File: config.mk
export PLATFORM = sky130hd
export DESIGN_NAME = bounded_double_ended_queue_top
export DESIGN_NICKNAME = d
export VERILOG_FILES = /design/src/hdl/dbq_pkg.sv /design/src/hdl/bounded_double_ended_queue_top.sv
export SDC_FILE = /design/constraint.sdc
export NUM_CORES = 1
export LEC_CHECK = 0
export BUFFER_PORTS_ARGS = -buffer_cell sky130_fd_sc_hd__buf_2
export CAP_MARGIN = 20
export CORE_MARGIN = 1.5
export CORE_UTILIZATION = 35
export DETAILED_ROUTE_END_ITERATION = 6
export PLACE_DENSITY = 0.51
export SLEW_MARGIN = 20
export SYNTH_ARGS = -nofsm -noshare
export SYNTH_HDL_FRONTEND = slang
export SYNTH_SLANG_ARGS = --single-unit
File: constraint.sdc
create_clock -name clk_i -period 10.2 [get_ports clk_i]
set_input_delay 1.53 -clock clk_i [delete_from_list [all_inputs] [get_ports clk_i]]
set_output_delay 1.53 -clock clk_i [all_outputs]
set_load 0.05 [all_outputs]
File: src/hdl/dbq_pkg.sv
// Shared constants and request/status codes for the bounded double-ended queue.
package dbq_pkg;

  localparam int unsigned DEPTH_DEF      = 16;
  localparam int unsigned DATA_WIDTH_DEF = 32;

  localparam int unsigned REQ_W = 3;
  localparam int unsigned ST_W  = 2;

  localparam logic [REQ_W-1:0] REQ_PUSH_BACK  = 3'd0;
  localparam logic [REQ_W-1:0] REQ_POP_BACK   = 3'd1;
  localparam logic [REQ_W-1:0] REQ_PUSH_FRONT = 3'd2;
  localparam logic [REQ_W-1:0] REQ_POP_FRONT  = 3'd3;
  localparam logic [REQ_W-1:0] REQ_COUNT      = 3'd4;
  localparam logic [REQ_W-1:0] REQ_LIST       = 3'd5;

  localparam logic [ST_W-1:0] ST_OK      = 2'd0;
  localparam logic [ST_W-1:0] ST_EMPTY   = 2'd1;
  localparam logic [ST_W-1:0] ST_FULL    = 2'd2;
  localparam logic [ST_W-1:0] ST_INVALID = 2'd3;

endpackage

File: src/hdl/bounded_double_ended_queue_top.sv
// Bounded double-ended queue over a ring store in a single synchronous memory.
// Results are registered: the first result appears in the cycle after its request is accepted.
// Push, pop, count and invalid requests: one item per cycle while busy_o is low, busy_o stays low.
// List: one result per stored entry on consecutive cycles, one memory read each;
// busy_o is high while the entries after the first are read. The receiver cannot stall results.
// Reset: indices and count clear at once; store contents stay undefined, no sweep.
module bounded_double_ended_queue_top
  import dbq_pkg::*;
#(
  parameter int unsigned DEPTH      = DEPTH_DEF,
  parameter int unsigned DATA_WIDTH = DATA_WIDTH_DEF
) (
  input  logic                             clk_i,
  input  logic                             rst_ni,
  input  logic                             start_i,
  output logic                             busy_o,
  input  logic [REQ_W-1:0]                 req_type_i,
  input  logic [DATA_WIDTH-1:0]            entry_data_i,
  output logic                             valid_o,
  output logic [ST_W-1:0]                  status_o,
  output logic [DATA_WIDTH-1:0]            out_data_o,
  output logic [$clog2(DEPTH+1)-1:0]       entry_total_o,
  output logic                             last_o
);

  localparam int unsigned IDX_W = $clog2(DEPTH);
  localparam int unsigned CNT_W = $clog2(DEPTH + 1);

  localparam logic S_IDLE = 1'b0;
  localparam logic S_LIST = 1'b1;

  function automatic logic [IDX_W-1:0] idx_inc(input logic [IDX_W-1:0] s);
    return (s == IDX_W'(DEPTH - 1)) ? '0 : s + IDX_W'(1);
  endfunction

  function automatic logic [IDX_W-1:0] idx_dec(input logic [IDX_W-1:0] s);
    return (s == '0) ? IDX_W'(DEPTH - 1) : s - IDX_W'(1);
  endfunction

  logic [DATA_WIDTH-1:0] mem [DEPTH];
  logic [DATA_WIDTH-1:0] rdata_q;

  logic                  state_q, state_d;
  logic [IDX_W-1:0]      front_q, front_d;
  logic [IDX_W-1:0]      back_q, back_d;
  logic [CNT_W-1:0]      count_q, count_d;
  logic [IDX_W-1:0]      list_ptr_q, list_ptr_d;
  logic [CNT_W-1:0]      list_left_q, list_left_d;
  logic                  valid_q, valid_d;
  logic                  sel_q, sel_d;
  logic [ST_W-1:0]       status_q, status_d;
  logic                  last_q, last_d;

  logic                  we, re;
  logic [IDX_W-1:0]      waddr, raddr;
  logic                  accept, full, empty;

  assign accept = start_i && (state_q == S_IDLE);
  assign full   = (count_q == CNT_W'(DEPTH));
  assign empty  = (count_q == '0);

  always_comb begin
    state_d     = state_q;
    front_d     = front_q;
    back_d      = back_q;
    count_d     = count_q;
    list_ptr_d  = list_ptr_q;
    list_left_d = list_left_q;
    valid_d     = 1'b0;
    sel_d       = 1'b0;
    status_d    = ST_OK;
    last_d      = 1'b1;
    we          = 1'b0;
    waddr       = back_q;
    re          = 1'b0;
    raddr       = front_q;

    case (state_q)
      S_IDLE: begin
        if (accept) begin
          valid_d = 1'b1;
          case (req_type_i)
            REQ_PUSH_BACK: begin
              if (full) begin
                status_d = ST_FULL;
              end else begin
                we      = 1'b1;
                waddr   = back_q;
                back_d  = idx_inc(back_q);
                count_d = count_q + CNT_W'(1);
              end
            end
            REQ_PUSH_FRONT: begin
              if (full) begin
                status_d = ST_FULL;
              end else begin
                we      = 1'b1;
                waddr   = idx_dec(front_q);
                front_d = idx_dec(front_q);
                count_d = count_q + CNT_W'(1);
              end
            end
            REQ_POP_BACK: begin
              if (empty) begin
                status_d = ST_EMPTY;
              end else begin
                re      = 1'b1;
                raddr   = idx_dec(back_q);
                back_d  = idx_dec(back_q);
                count_d = count_q - CNT_W'(1);
                sel_d   = 1'b1;
              end
            end
            REQ_POP_FRONT: begin
              if (empty) begin
                status_d = ST_EMPTY;
              end else begin
                re      = 1'b1;
                raddr   = front_q;
                front_d = idx_inc(front_q);
                count_d = count_q - CNT_W'(1);
                sel_d   = 1'b1;
              end
            end
            REQ_COUNT: begin
              status_d = ST_OK;
            end
            REQ_LIST: begin
              if (empty) begin
                status_d = ST_EMPTY;
              end else begin
                // read the front entry now, walk the rest one read a cycle
                re          = 1'b1;
                raddr       = front_q;
                sel_d       = 1'b1;
                list_ptr_d  = idx_inc(front_q);
                list_left_d = count_q - CNT_W'(1);
                last_d      = (count_q == CNT_W'(1));
                if (count_q != CNT_W'(1)) begin
                  state_d = S_LIST;
                end
              end
            end
            default: begin
              status_d = ST_INVALID;
            end
          endcase
        end
      end
      S_LIST: begin
        re          = 1'b1;
        raddr       = list_ptr_q;
        sel_d       = 1'b1;
        valid_d     = 1'b1;
        list_ptr_d  = idx_inc(list_ptr_q);
        list_left_d = list_left_q - CNT_W'(1);
        last_d      = (list_left_q == CNT_W'(1));
        if (list_left_q == CNT_W'(1)) begin
          state_d = S_IDLE;
        end
      end
      default: begin
        state_d = S_IDLE;
      end
    endcase
  end

  always_ff @(posedge clk_i) begin
    if (we) begin
      mem[waddr] <= entry_data_i;
    end
    if (re) begin
      rdata_q <= mem[raddr];
    end
  end

  always_ff @(posedge clk_i or negedge rst_ni) begin
    if (!rst_ni) begin
      state_q     <= S_IDLE;
      front_q     <= '0;
      back_q      <= '0;
      count_q     <= '0;
      list_ptr_q  <= '0;
      list_left_q <= '0;
      valid_q     <= 1'b0;
      sel_q       <= 1'b0;
    end else begin
      state_q     <= state_d;
      front_q     <= front_d;
      back_q      <= back_d;
      count_q     <= count_d;
      list_ptr_q  <= list_ptr_d;
      list_left_q <= list_left_d;
      valid_q     <= valid_d;
      sel_q       <= sel_d;
    end
  end

  always_ff @(posedge clk_i) begin
    status_q <= status_d;
    last_q   <= last_d;
  end

  assign busy_o        = (state_q == S_LIST);
  assign valid_o       = valid_q;
  assign status_o      = status_q;
  assign out_data_o    = sel_q ? rdata_q : '0;
  assign entry_total_o = count_q;
  assign last_o        = last_q;

endmodule
==> results of run 1 <==
## cell usage after synthesis (16+ instances only)
cell	instances
edfxtp_1	544
o21ai_0	19
nor2_1	42
and2_1	161
inv_1	16
dfrtp_1	25
a311oi_1	128
or4_1	32
clkbuf_1	99
a21oi_1	26
nand2_1	290
a221oi_1	126
## area by class of cell
class	count	area (sq um)
clock buffer	76	1625
antenna	1	2.502
fill	6078	39340
multi-input combinational	931	6043
inverter	16	60.06
tap	864	1081
sequential	572	17020
timing repair buffer	110	644.4
clock inverter	38	277.8
## routing by layer
| metal | share of wire, % | up-vias |
|---|---|---|
| met4 | 2.0 | 4 |
| met1 | 44 | 7347 |
| met2 | 50 | 346 |
| met3 | 4.4 | 91 |
| met5 | 0.036 | - |
| li1 | - | 6512 |
## per-stage QoR
stage          hold slack [ns]  util [%]  area (sq um)
2_1_floorplan           0.4961         -         23470
3_3_place_gp            0.5286     37.59         24850
3_5_place_dp            0.5363     37.59         24850
4_1_cts                 0.5467     40.47         26750
5_1_grt                 0.5892     40.48         26760
6_report                0.5489     40.48         26760
## cells by family (layout without fill, tap and decap cells)
family	count (synthesis)	after routing	share of synthesized area, %
adder cells (fa/ha/maj)	11	11	0.5864
multiplexers	3	3	0.1279
AO/OA/AOI/OAI	335	335	11.75
flip-flops	572	572	72.52
XOR/XNOR	21	21	0.7836
other	0	1	0
AND/OR/NAND/NOR	561	561	11.59
buffers and inverters	144	240	2.633
## registers in the layout, indices dropped and copies added, names as in the netlist, 2 cells and up
name           flops
back_q             4
entry_total_o      5
front_q            4
list_left_q        5
list_ptr_q         4
mem              512
rdata_q           32
status_o           2
## critical path, delay by kind of cell
family | cells | cell delay (ns)
buf+inv | 3 | 1.13
compound gates | 3 | 1.18
simple gates | 3 | 1.56
## final timing paths
check | from | to | slack, ns
worst max-delay path | req_type_i[1] | rdata_q[11] | 5.08
worst min-delay path | list_left_q[0] | list_left_q[0] | 0.55
worst max register to register | entry_total_o[0] | rdata_q[11] | 5.54
worst min register to register | list_left_q[0] | list_left_q[0] | 0.55
max in group asynchronous | rst_ni | valid_o | 8.89
min in group asynchronous | rst_ni | back_q[1] | 0.91
## where the power goes
part	total (mW)	internal, mW	switching (mW)	leakage, nW
combinational	2.81	0.830	1.98	2.49
sequential	2.90	2.77	0.127	5.25
clock	2.12	1.22	0.900	0.936
total	7.83	4.83	3.01	8.68
==> impl_summary.txt, run 1 <==
----------------------------------------------------
[Critical path]
  Data arrival time of the critical path ... 5.48 ns
  Worst reg2reg path depth ... 10
  Max stage delay cell, worst path ... o31ai_1
  Startpoint-to-endpoint class of the critical path ... in -> reg
  Required time reported for the critical path endpoint ... 10.56 ns
  Cell repeated most along the worst path ... buf_4
  Startpoint Class ... input port
  Peak per-stage delay on the critical path ... 0.75 ns
  Crit Path Max Fanout ... 49
  Sort of element at the end of the critical path ... flip-flop
  Critical-path cell list ... buf_2 > or3b_1 > o31ai_1 > nand2_4 > buf_4 > buf_4 > a221oi_1 > a311oi_1 > or4_1

[Cells and area]
  Most frequent cells in the layout ... edfxtp_1, nand2_1, and2_1, a311oi_1, a221oi_1
  Relative area change from synthesis to final layout ... 13.99%
  Most common library cell in the layout ignoring fill and taps ... edfxtp_1
  Post-layout nets ... 1741
  Share of cells above drive strength 1 ... 12.97%
  Finished Layout Cells ... 2608

[Clocking]
  Clock-pin transition on the worst setup and hold timing paths ... 0.06 ns
  Latest clock arrival within the worst-skew pair ... 0.63 ns
  CTS Root Cell ... clkbuf_16
  Quantity of hold-fixing buffers added after cts ... 0
  Setup bufs post-CTS ... 0
  Clock tree from TritonCTS ... built
  # clock sinks ... 572
  Maximum clock path buffer count ... 3
  Post_cts resized ... 0
  Htree depth ... 2
  TritonCTS buffer count ... 61

[Synth]
  Mapped Nets ... 1696
  Count of synthesis-stage warnings from yosys ... 0
  Synth Instances ... 1647
  Post-synth EDFFs ... 544
  Post-synthesis sequential area ratio ... 72.52%
  Area share of the largest cell type after synthesis ... 69.60%
  Post-synth top area cell ... edfxtp_1
  Average cell area after synthesis ... 14.25 sq um
  Mapped cell area ... 23470 sq um
  Share of synthesized flip-flops with an asynchronous set or reset ... 4.371%
  Largest cells by area after synthesis ... edfxtp_1, a311oi_1, a221oi_1, nand2_1, and2_1
  Distinct cell type count of the synthesized netlist ... 54
  Ys flop type ... edfxtp_1
  Flops & latches, synth ... 572

[STA]
  Worst-case headroom to the max-slew limit ... 32.92%
  Time the worst path needs with I/O delays and setup ... 5.116 ns
  Count of endpoints failing setup in the final report ... 0
  Worst path setup slack after routing ... 5.084 ns
  Clock tree skew after final layout ... 0.01231 ns
  Actual slew at the worst max-slew pin ... 1.006 ns
  Max-slew violations ... 0
  Highest clock rate ... 195.5 MHz
  Number of hold violations in the final report ... 0
  Final cycle utilization of the critical path ... 50.16%
  RSZ-0062 raised after global routing ... false
  Final sum of negative setup slack ... 0 ns

[Placed design]
  Worst slack at placement ... 4.494 ns
  DP Cell Count ... 2493
  Routability cong. ... 0.8393
  Dpl hpwl ... 30.00 mm
  IO buf count ... 79

[GRT]
  Remaining global-route overflow ... 0
  M2 GR Usage ... 31.86%
  Routing usage on met1 ... 25.08%
  Overall Global Routing Usage ... 18.73%
  Vias in the first global route ... 14040
  Initial antenna violation count ... 5
  Global-route wire length before repair ... 94.43 mm
  Routing layer with the top usage in global route ... met2
  Met3 track utilization from global routing ... 2.517%
  Largest net degree at the start of global routing ... 192

[Floorplanning]
  Initial core utilization ... 35.51%
  Die boundary height ... 262.0 um
  Chip Width ... 262.0 um
  Number of primary I/O pins ... 80
  Area of the die ... 68620 sq um
  Cell row count ... 94
  Core area ... 66100 sq um

[Power]
  Post-layout total power ... 7.832 mW
  Leak pwr ... 8.675 nW
  Maximum vdd drop ... 0.3195 mV
  Power density over the cells ... 292.7 nW/um^2

[Detailed routing]
  Total via count after detailed routing ... 14300
  Detailed router's first-iteration violation count ... 1212
  Wire per inst ... 24.54 um
  Vias per inst ... 5.483
  DRT antenna net count ... 0
  Total wire length ... 64.00 mm
  First-pass iteration count of the detailed router ... 7
  # DRC ... 4

[Status]
  Failing checks ... design-rule violations
  Result of the run ... complete, but fails checks

[Min path]
  Min-delay worst type ... reg -> reg
  WHS Path Cells ... 1

[Job]
  Maximum capacitance violations ... 0

----------------------------------------------------
(Power assumes the default switching activity.)
==> run 2, diff against run 1 <==
--- a/config.mk
+++ b/config.mk
@@ -10,7 +10,7 @@
 export CORE_MARGIN = 1.5
 export CORE_UTILIZATION = 35
 export DETAILED_ROUTE_END_ITERATION = 6
-export PLACE_DENSITY = 0.51
+export PLACE_DENSITY = 0.53
 export SLEW_MARGIN = 20
 export SYNTH_ARGS = -nofsm -noshare
 export SYNTH_HDL_FRONTEND = slang
==> constraint.sdc (replaced) <==
create_clock -name clk_i -period 4.5 [get_ports clk_i]
set_input_delay 0.675 -clock clk_i [delete_from_list [all_inputs] [get_ports clk_i]]
set_output_delay 0.675 -clock clk_i [all_outputs]
set_load 0.05 [all_outputs]
==> run 2 against run 1 <==
Compared with the run above: the run now ends clean; hold slack got worse by 0.49 ns; largest power group is now combinational cells; wire length rose by 1.5%; setup slack got worse by 4.6 ns; cell count rose by 0.65%; highest routed layer unchanged; non-clock buffer count rose by 24; die area did not move; combinational power rose by 140%; clock-buffer cell count rose by 3.
==> impl_summary.txt, run 2 (synthesis gave the netlist of run 1 again) <==
----------------------------------------------------
[Min path]
  Min-delay worst type ... in -> async (was reg -> reg)

[Cells and area]
  Most frequent cells in the layout ... edfxtp_1, nand2_1, and2_1, a311oi_1, a221oi_1 (unchanged)
  Area used by multi-input combinational logic ... 6035 sq um (was 6043 sq um)
  Number of fill cells in the layout ... 6035 (was 6078)
  Largest registers ... mem: 512 flops, rdata_q: 32 flops (unchanged)
  Relative area change from synthesis to final layout ... 15.44% (was 13.99%)
  Final core utilization ... 40.99% (was 40.48%)
  Share of cells above drive strength 1 ... 13.86% (was 12.97%)
  Finished Layout Cells ... 2625 (was 2608)
  Most common library cell in the layout ignoring fill and taps ... edfxtp_1 (unchanged)
  Biggest register ... mem (unchanged)
  Summed area of non-filler cells in the final layout ... 27090 sq um (was 26760 sq um)
  Post-layout nets ... 1762 (was 1741)
  Area occupied by registers ... 17020 sq um (unchanged)
  Flip-flop count of the largest register after layout ... 512 (unchanged)

[Critical path]
  Capturing instance or port of the critical path ... rdata_q[19] (was rdata_q[11])
  Crit Path Max Fanout ... 29 (was 49)
  Required time reported for the critical path endpoint ... 4.85 ns (was 10.56 ns)
  Reg2Reg Capture Point ... rdata_q[19] (was rdata_q[11])
  Data arrival time of the critical path ... 4.37 ns (was 5.48 ns)
  Startpoint Class ... flip-flop (was input port)
  Startpoint-to-endpoint class of the critical path ... reg -> reg (was in -> reg)
  Sort of element at the end of the critical path ... flip-flop (unchanged)
  Setup slack of the most critical reg-to-reg path ... 0.48 ns (was 5.54 ns)
  Worst reg2reg path depth ... 9 (was 10)
  CP Launch Point ... entry_total_o[0] (was req_type_i[1])
  Reg2Reg Launch Point ... entry_total_o[0] (unchanged)

[GRT]
  Largest net degree at the start of global routing ... 68 (was 192)
  Vias in the first global route ... 14430 (was 14040)
  Initial antenna violation count ... 5 (unchanged)
  Remaining global-route overflow ... 0 (unchanged)
  Global-route wire length before repair ... 95.59 mm (was 94.43 mm)
  Overall Global Routing Usage ... 18.84% (was 18.73%)

[Floorplanning]
  Die boundary height ... 262.0 um (unchanged)
  Chip Width ... 262.0 um (unchanged)
  Number of primary I/O pins ... 80 (unchanged)
  Cell row count ... 94 (unchanged)
  Area of the die ... 68620 sq um (unchanged)
  Initial core utilization ... 35.51% (unchanged)
  Core area ... 66100 sq um (unchanged)

[Detailed routing]
  First-pass iteration count of the detailed router ... 5 (was 7)
  Total via count after detailed routing ... 14510 (was 14300)
  Wire per inst ... 24.74 um (was 24.54 um)
  Vias per inst ... 5.529 (was 5.483)
  Detailed router's first-iteration violation count ... 1268 (was 1212)
  Total wire length ... 64.94 mm (was 64.00 mm)
  DRT antenna net count ... 0 (unchanged)
  # DRC ... 0 (was 4)

[Status]
  Result of the run ... finished, final reports clean (was complete, but fails checks)

[Placed design]
  IO buf count ... 79 (unchanged)
  Instance area at placement ... 25240 sq um (was 24850 sq um)
  Routability cong. ... 0.8095 (was 0.8393)
  DP Cell Count ... 2517 (was 2493)
  Dpl hpwl ... 34.31 mm (was 30.00 mm)

[STA]
  Max-slew violations ... 0 (unchanged)
  Highest clock rate ... 248.7 MHz
  Final cycle utilization of the critical path ... 89.37%
  Number of hold violations in the final report ... 0 (unchanged)
  RSZ-0062 raised after global routing ... false (unchanged)
  Worst hold-check slack ... 0.05571 ns (was 0.5489 ns)
  Final sum of negative setup slack ... 0 ns (unchanged)
  Count of endpoints failing setup in the final report ... 0 (unchanged)
  Actual slew at the worst max-slew pin ... 1.106 ns (was 1.006 ns)
  Time the worst path needs with I/O delays and setup ... 4.021 ns
  Clock tree skew after final layout ... 0.03072 ns (was 0.01231 ns)
  Worst-case headroom to the max-slew limit ... 26.24% (was 32.92%)

[Clocking]
  Clock-pin transition on the worst setup and hold timing paths ... 0.07 ns (was 0.06 ns)
  CTS Root Cell ... clkbuf_16 (unchanged)
  Quantity of hold-fixing buffers added after cts ... 0 (unchanged)
  Maximum clock path buffer count ... 3 (unchanged)
  Clock tree from TritonCTS ... built (unchanged)
  TritonCTS buffer count ... 58 (was 61)
  Setup bufs post-CTS ... 0 (unchanged)
  Htree depth ... 2 (unchanged)
  Post_cts resized ... 0 (unchanged)
  Latest clock arrival within the worst-skew pair ... 0.64 ns (was 0.63 ns)
  # clock sinks ... 572 (unchanged)

[Power]
  Leak pwr ... 8.825 nW (was 8.675 nW)
  Power density over the cells ... 668.1 nW/um^2 (was 292.7 nW/um^2)
  Maximum vdd drop ... 0.4674 mV (was 0.3195 mV)

[Job]
  Maximum capacitance violations ... 0 (unchanged)

----------------------------------------------------
==> run 2: routing by layer <==
layer	GRT usage [%]	vias to the layer above	part of all wire (%)
met5	0	-	0.048
met4	5.651	4	2.5
met3	2.585	105	4.4
met2	31.24	358	48
met1	25.78	7494	45
li1	-	6552	-
==> run 2: metrics by stage <==
step                setup WS [ns]  power (mW)
floorplan                  0.1903       11.12
detailed placement         0.5452       13.52
global route               0.2067       19.00
CTS                        0.5253       18.26
global placement           0.6822       13.44
finish                     0.4785       18.10
==> run 2: how the worst min path moves through the flow <==
stage | startpoint | to | slack [ns] | cells after the start
after floorplan | rst_ni | back_q[0] | 0.38 | 0
after global placement | list_left_q[0] | list_left_q[0] | 0.54 | 1
after detailed placement | list_left_q[0] | list_left_q[0] | 0.55 | 1
after CTS | rst_ni | sel_q | 0.08 | 1
after global routing | rst_ni | sel_q | 0.11 | 1
final | rst_ni | sel_q | 0.06 | 1
==> run 2: layout make-up <==
type	instances	area share, %
tap	864	3.990
clock buffer	79	5.648
antenna	1	0.009236
timing repair buffer	134	3.861
multi-input combinational	931	22.27
clock inverter	28	1.178
inverter	16	0.2217
sequential	572	62.82
==> run 2: critical path, cell delays in order (launching register included) <==
cell      delay (ns)
dfrtp_1         0.47
inv_1           0.12
ha_1            0.23
nor4b_2         0.53
a211oi_1        0.19
a211oi_4        0.85
buf_4           0.47
buf_4           0.23
a311oi_1        0.10
or4_1           0.53
==> run 2: power breakdown <==
group / switching, mW / leakage [nW] / internal (mW) / total (mW)
clock network: 2.06 / 0.897 / 2.68 / 4.73
logic: 4.63 / 2.68 / 2.16 / 6.79
registers: 0.290 / 5.25 / 6.29 / 6.58
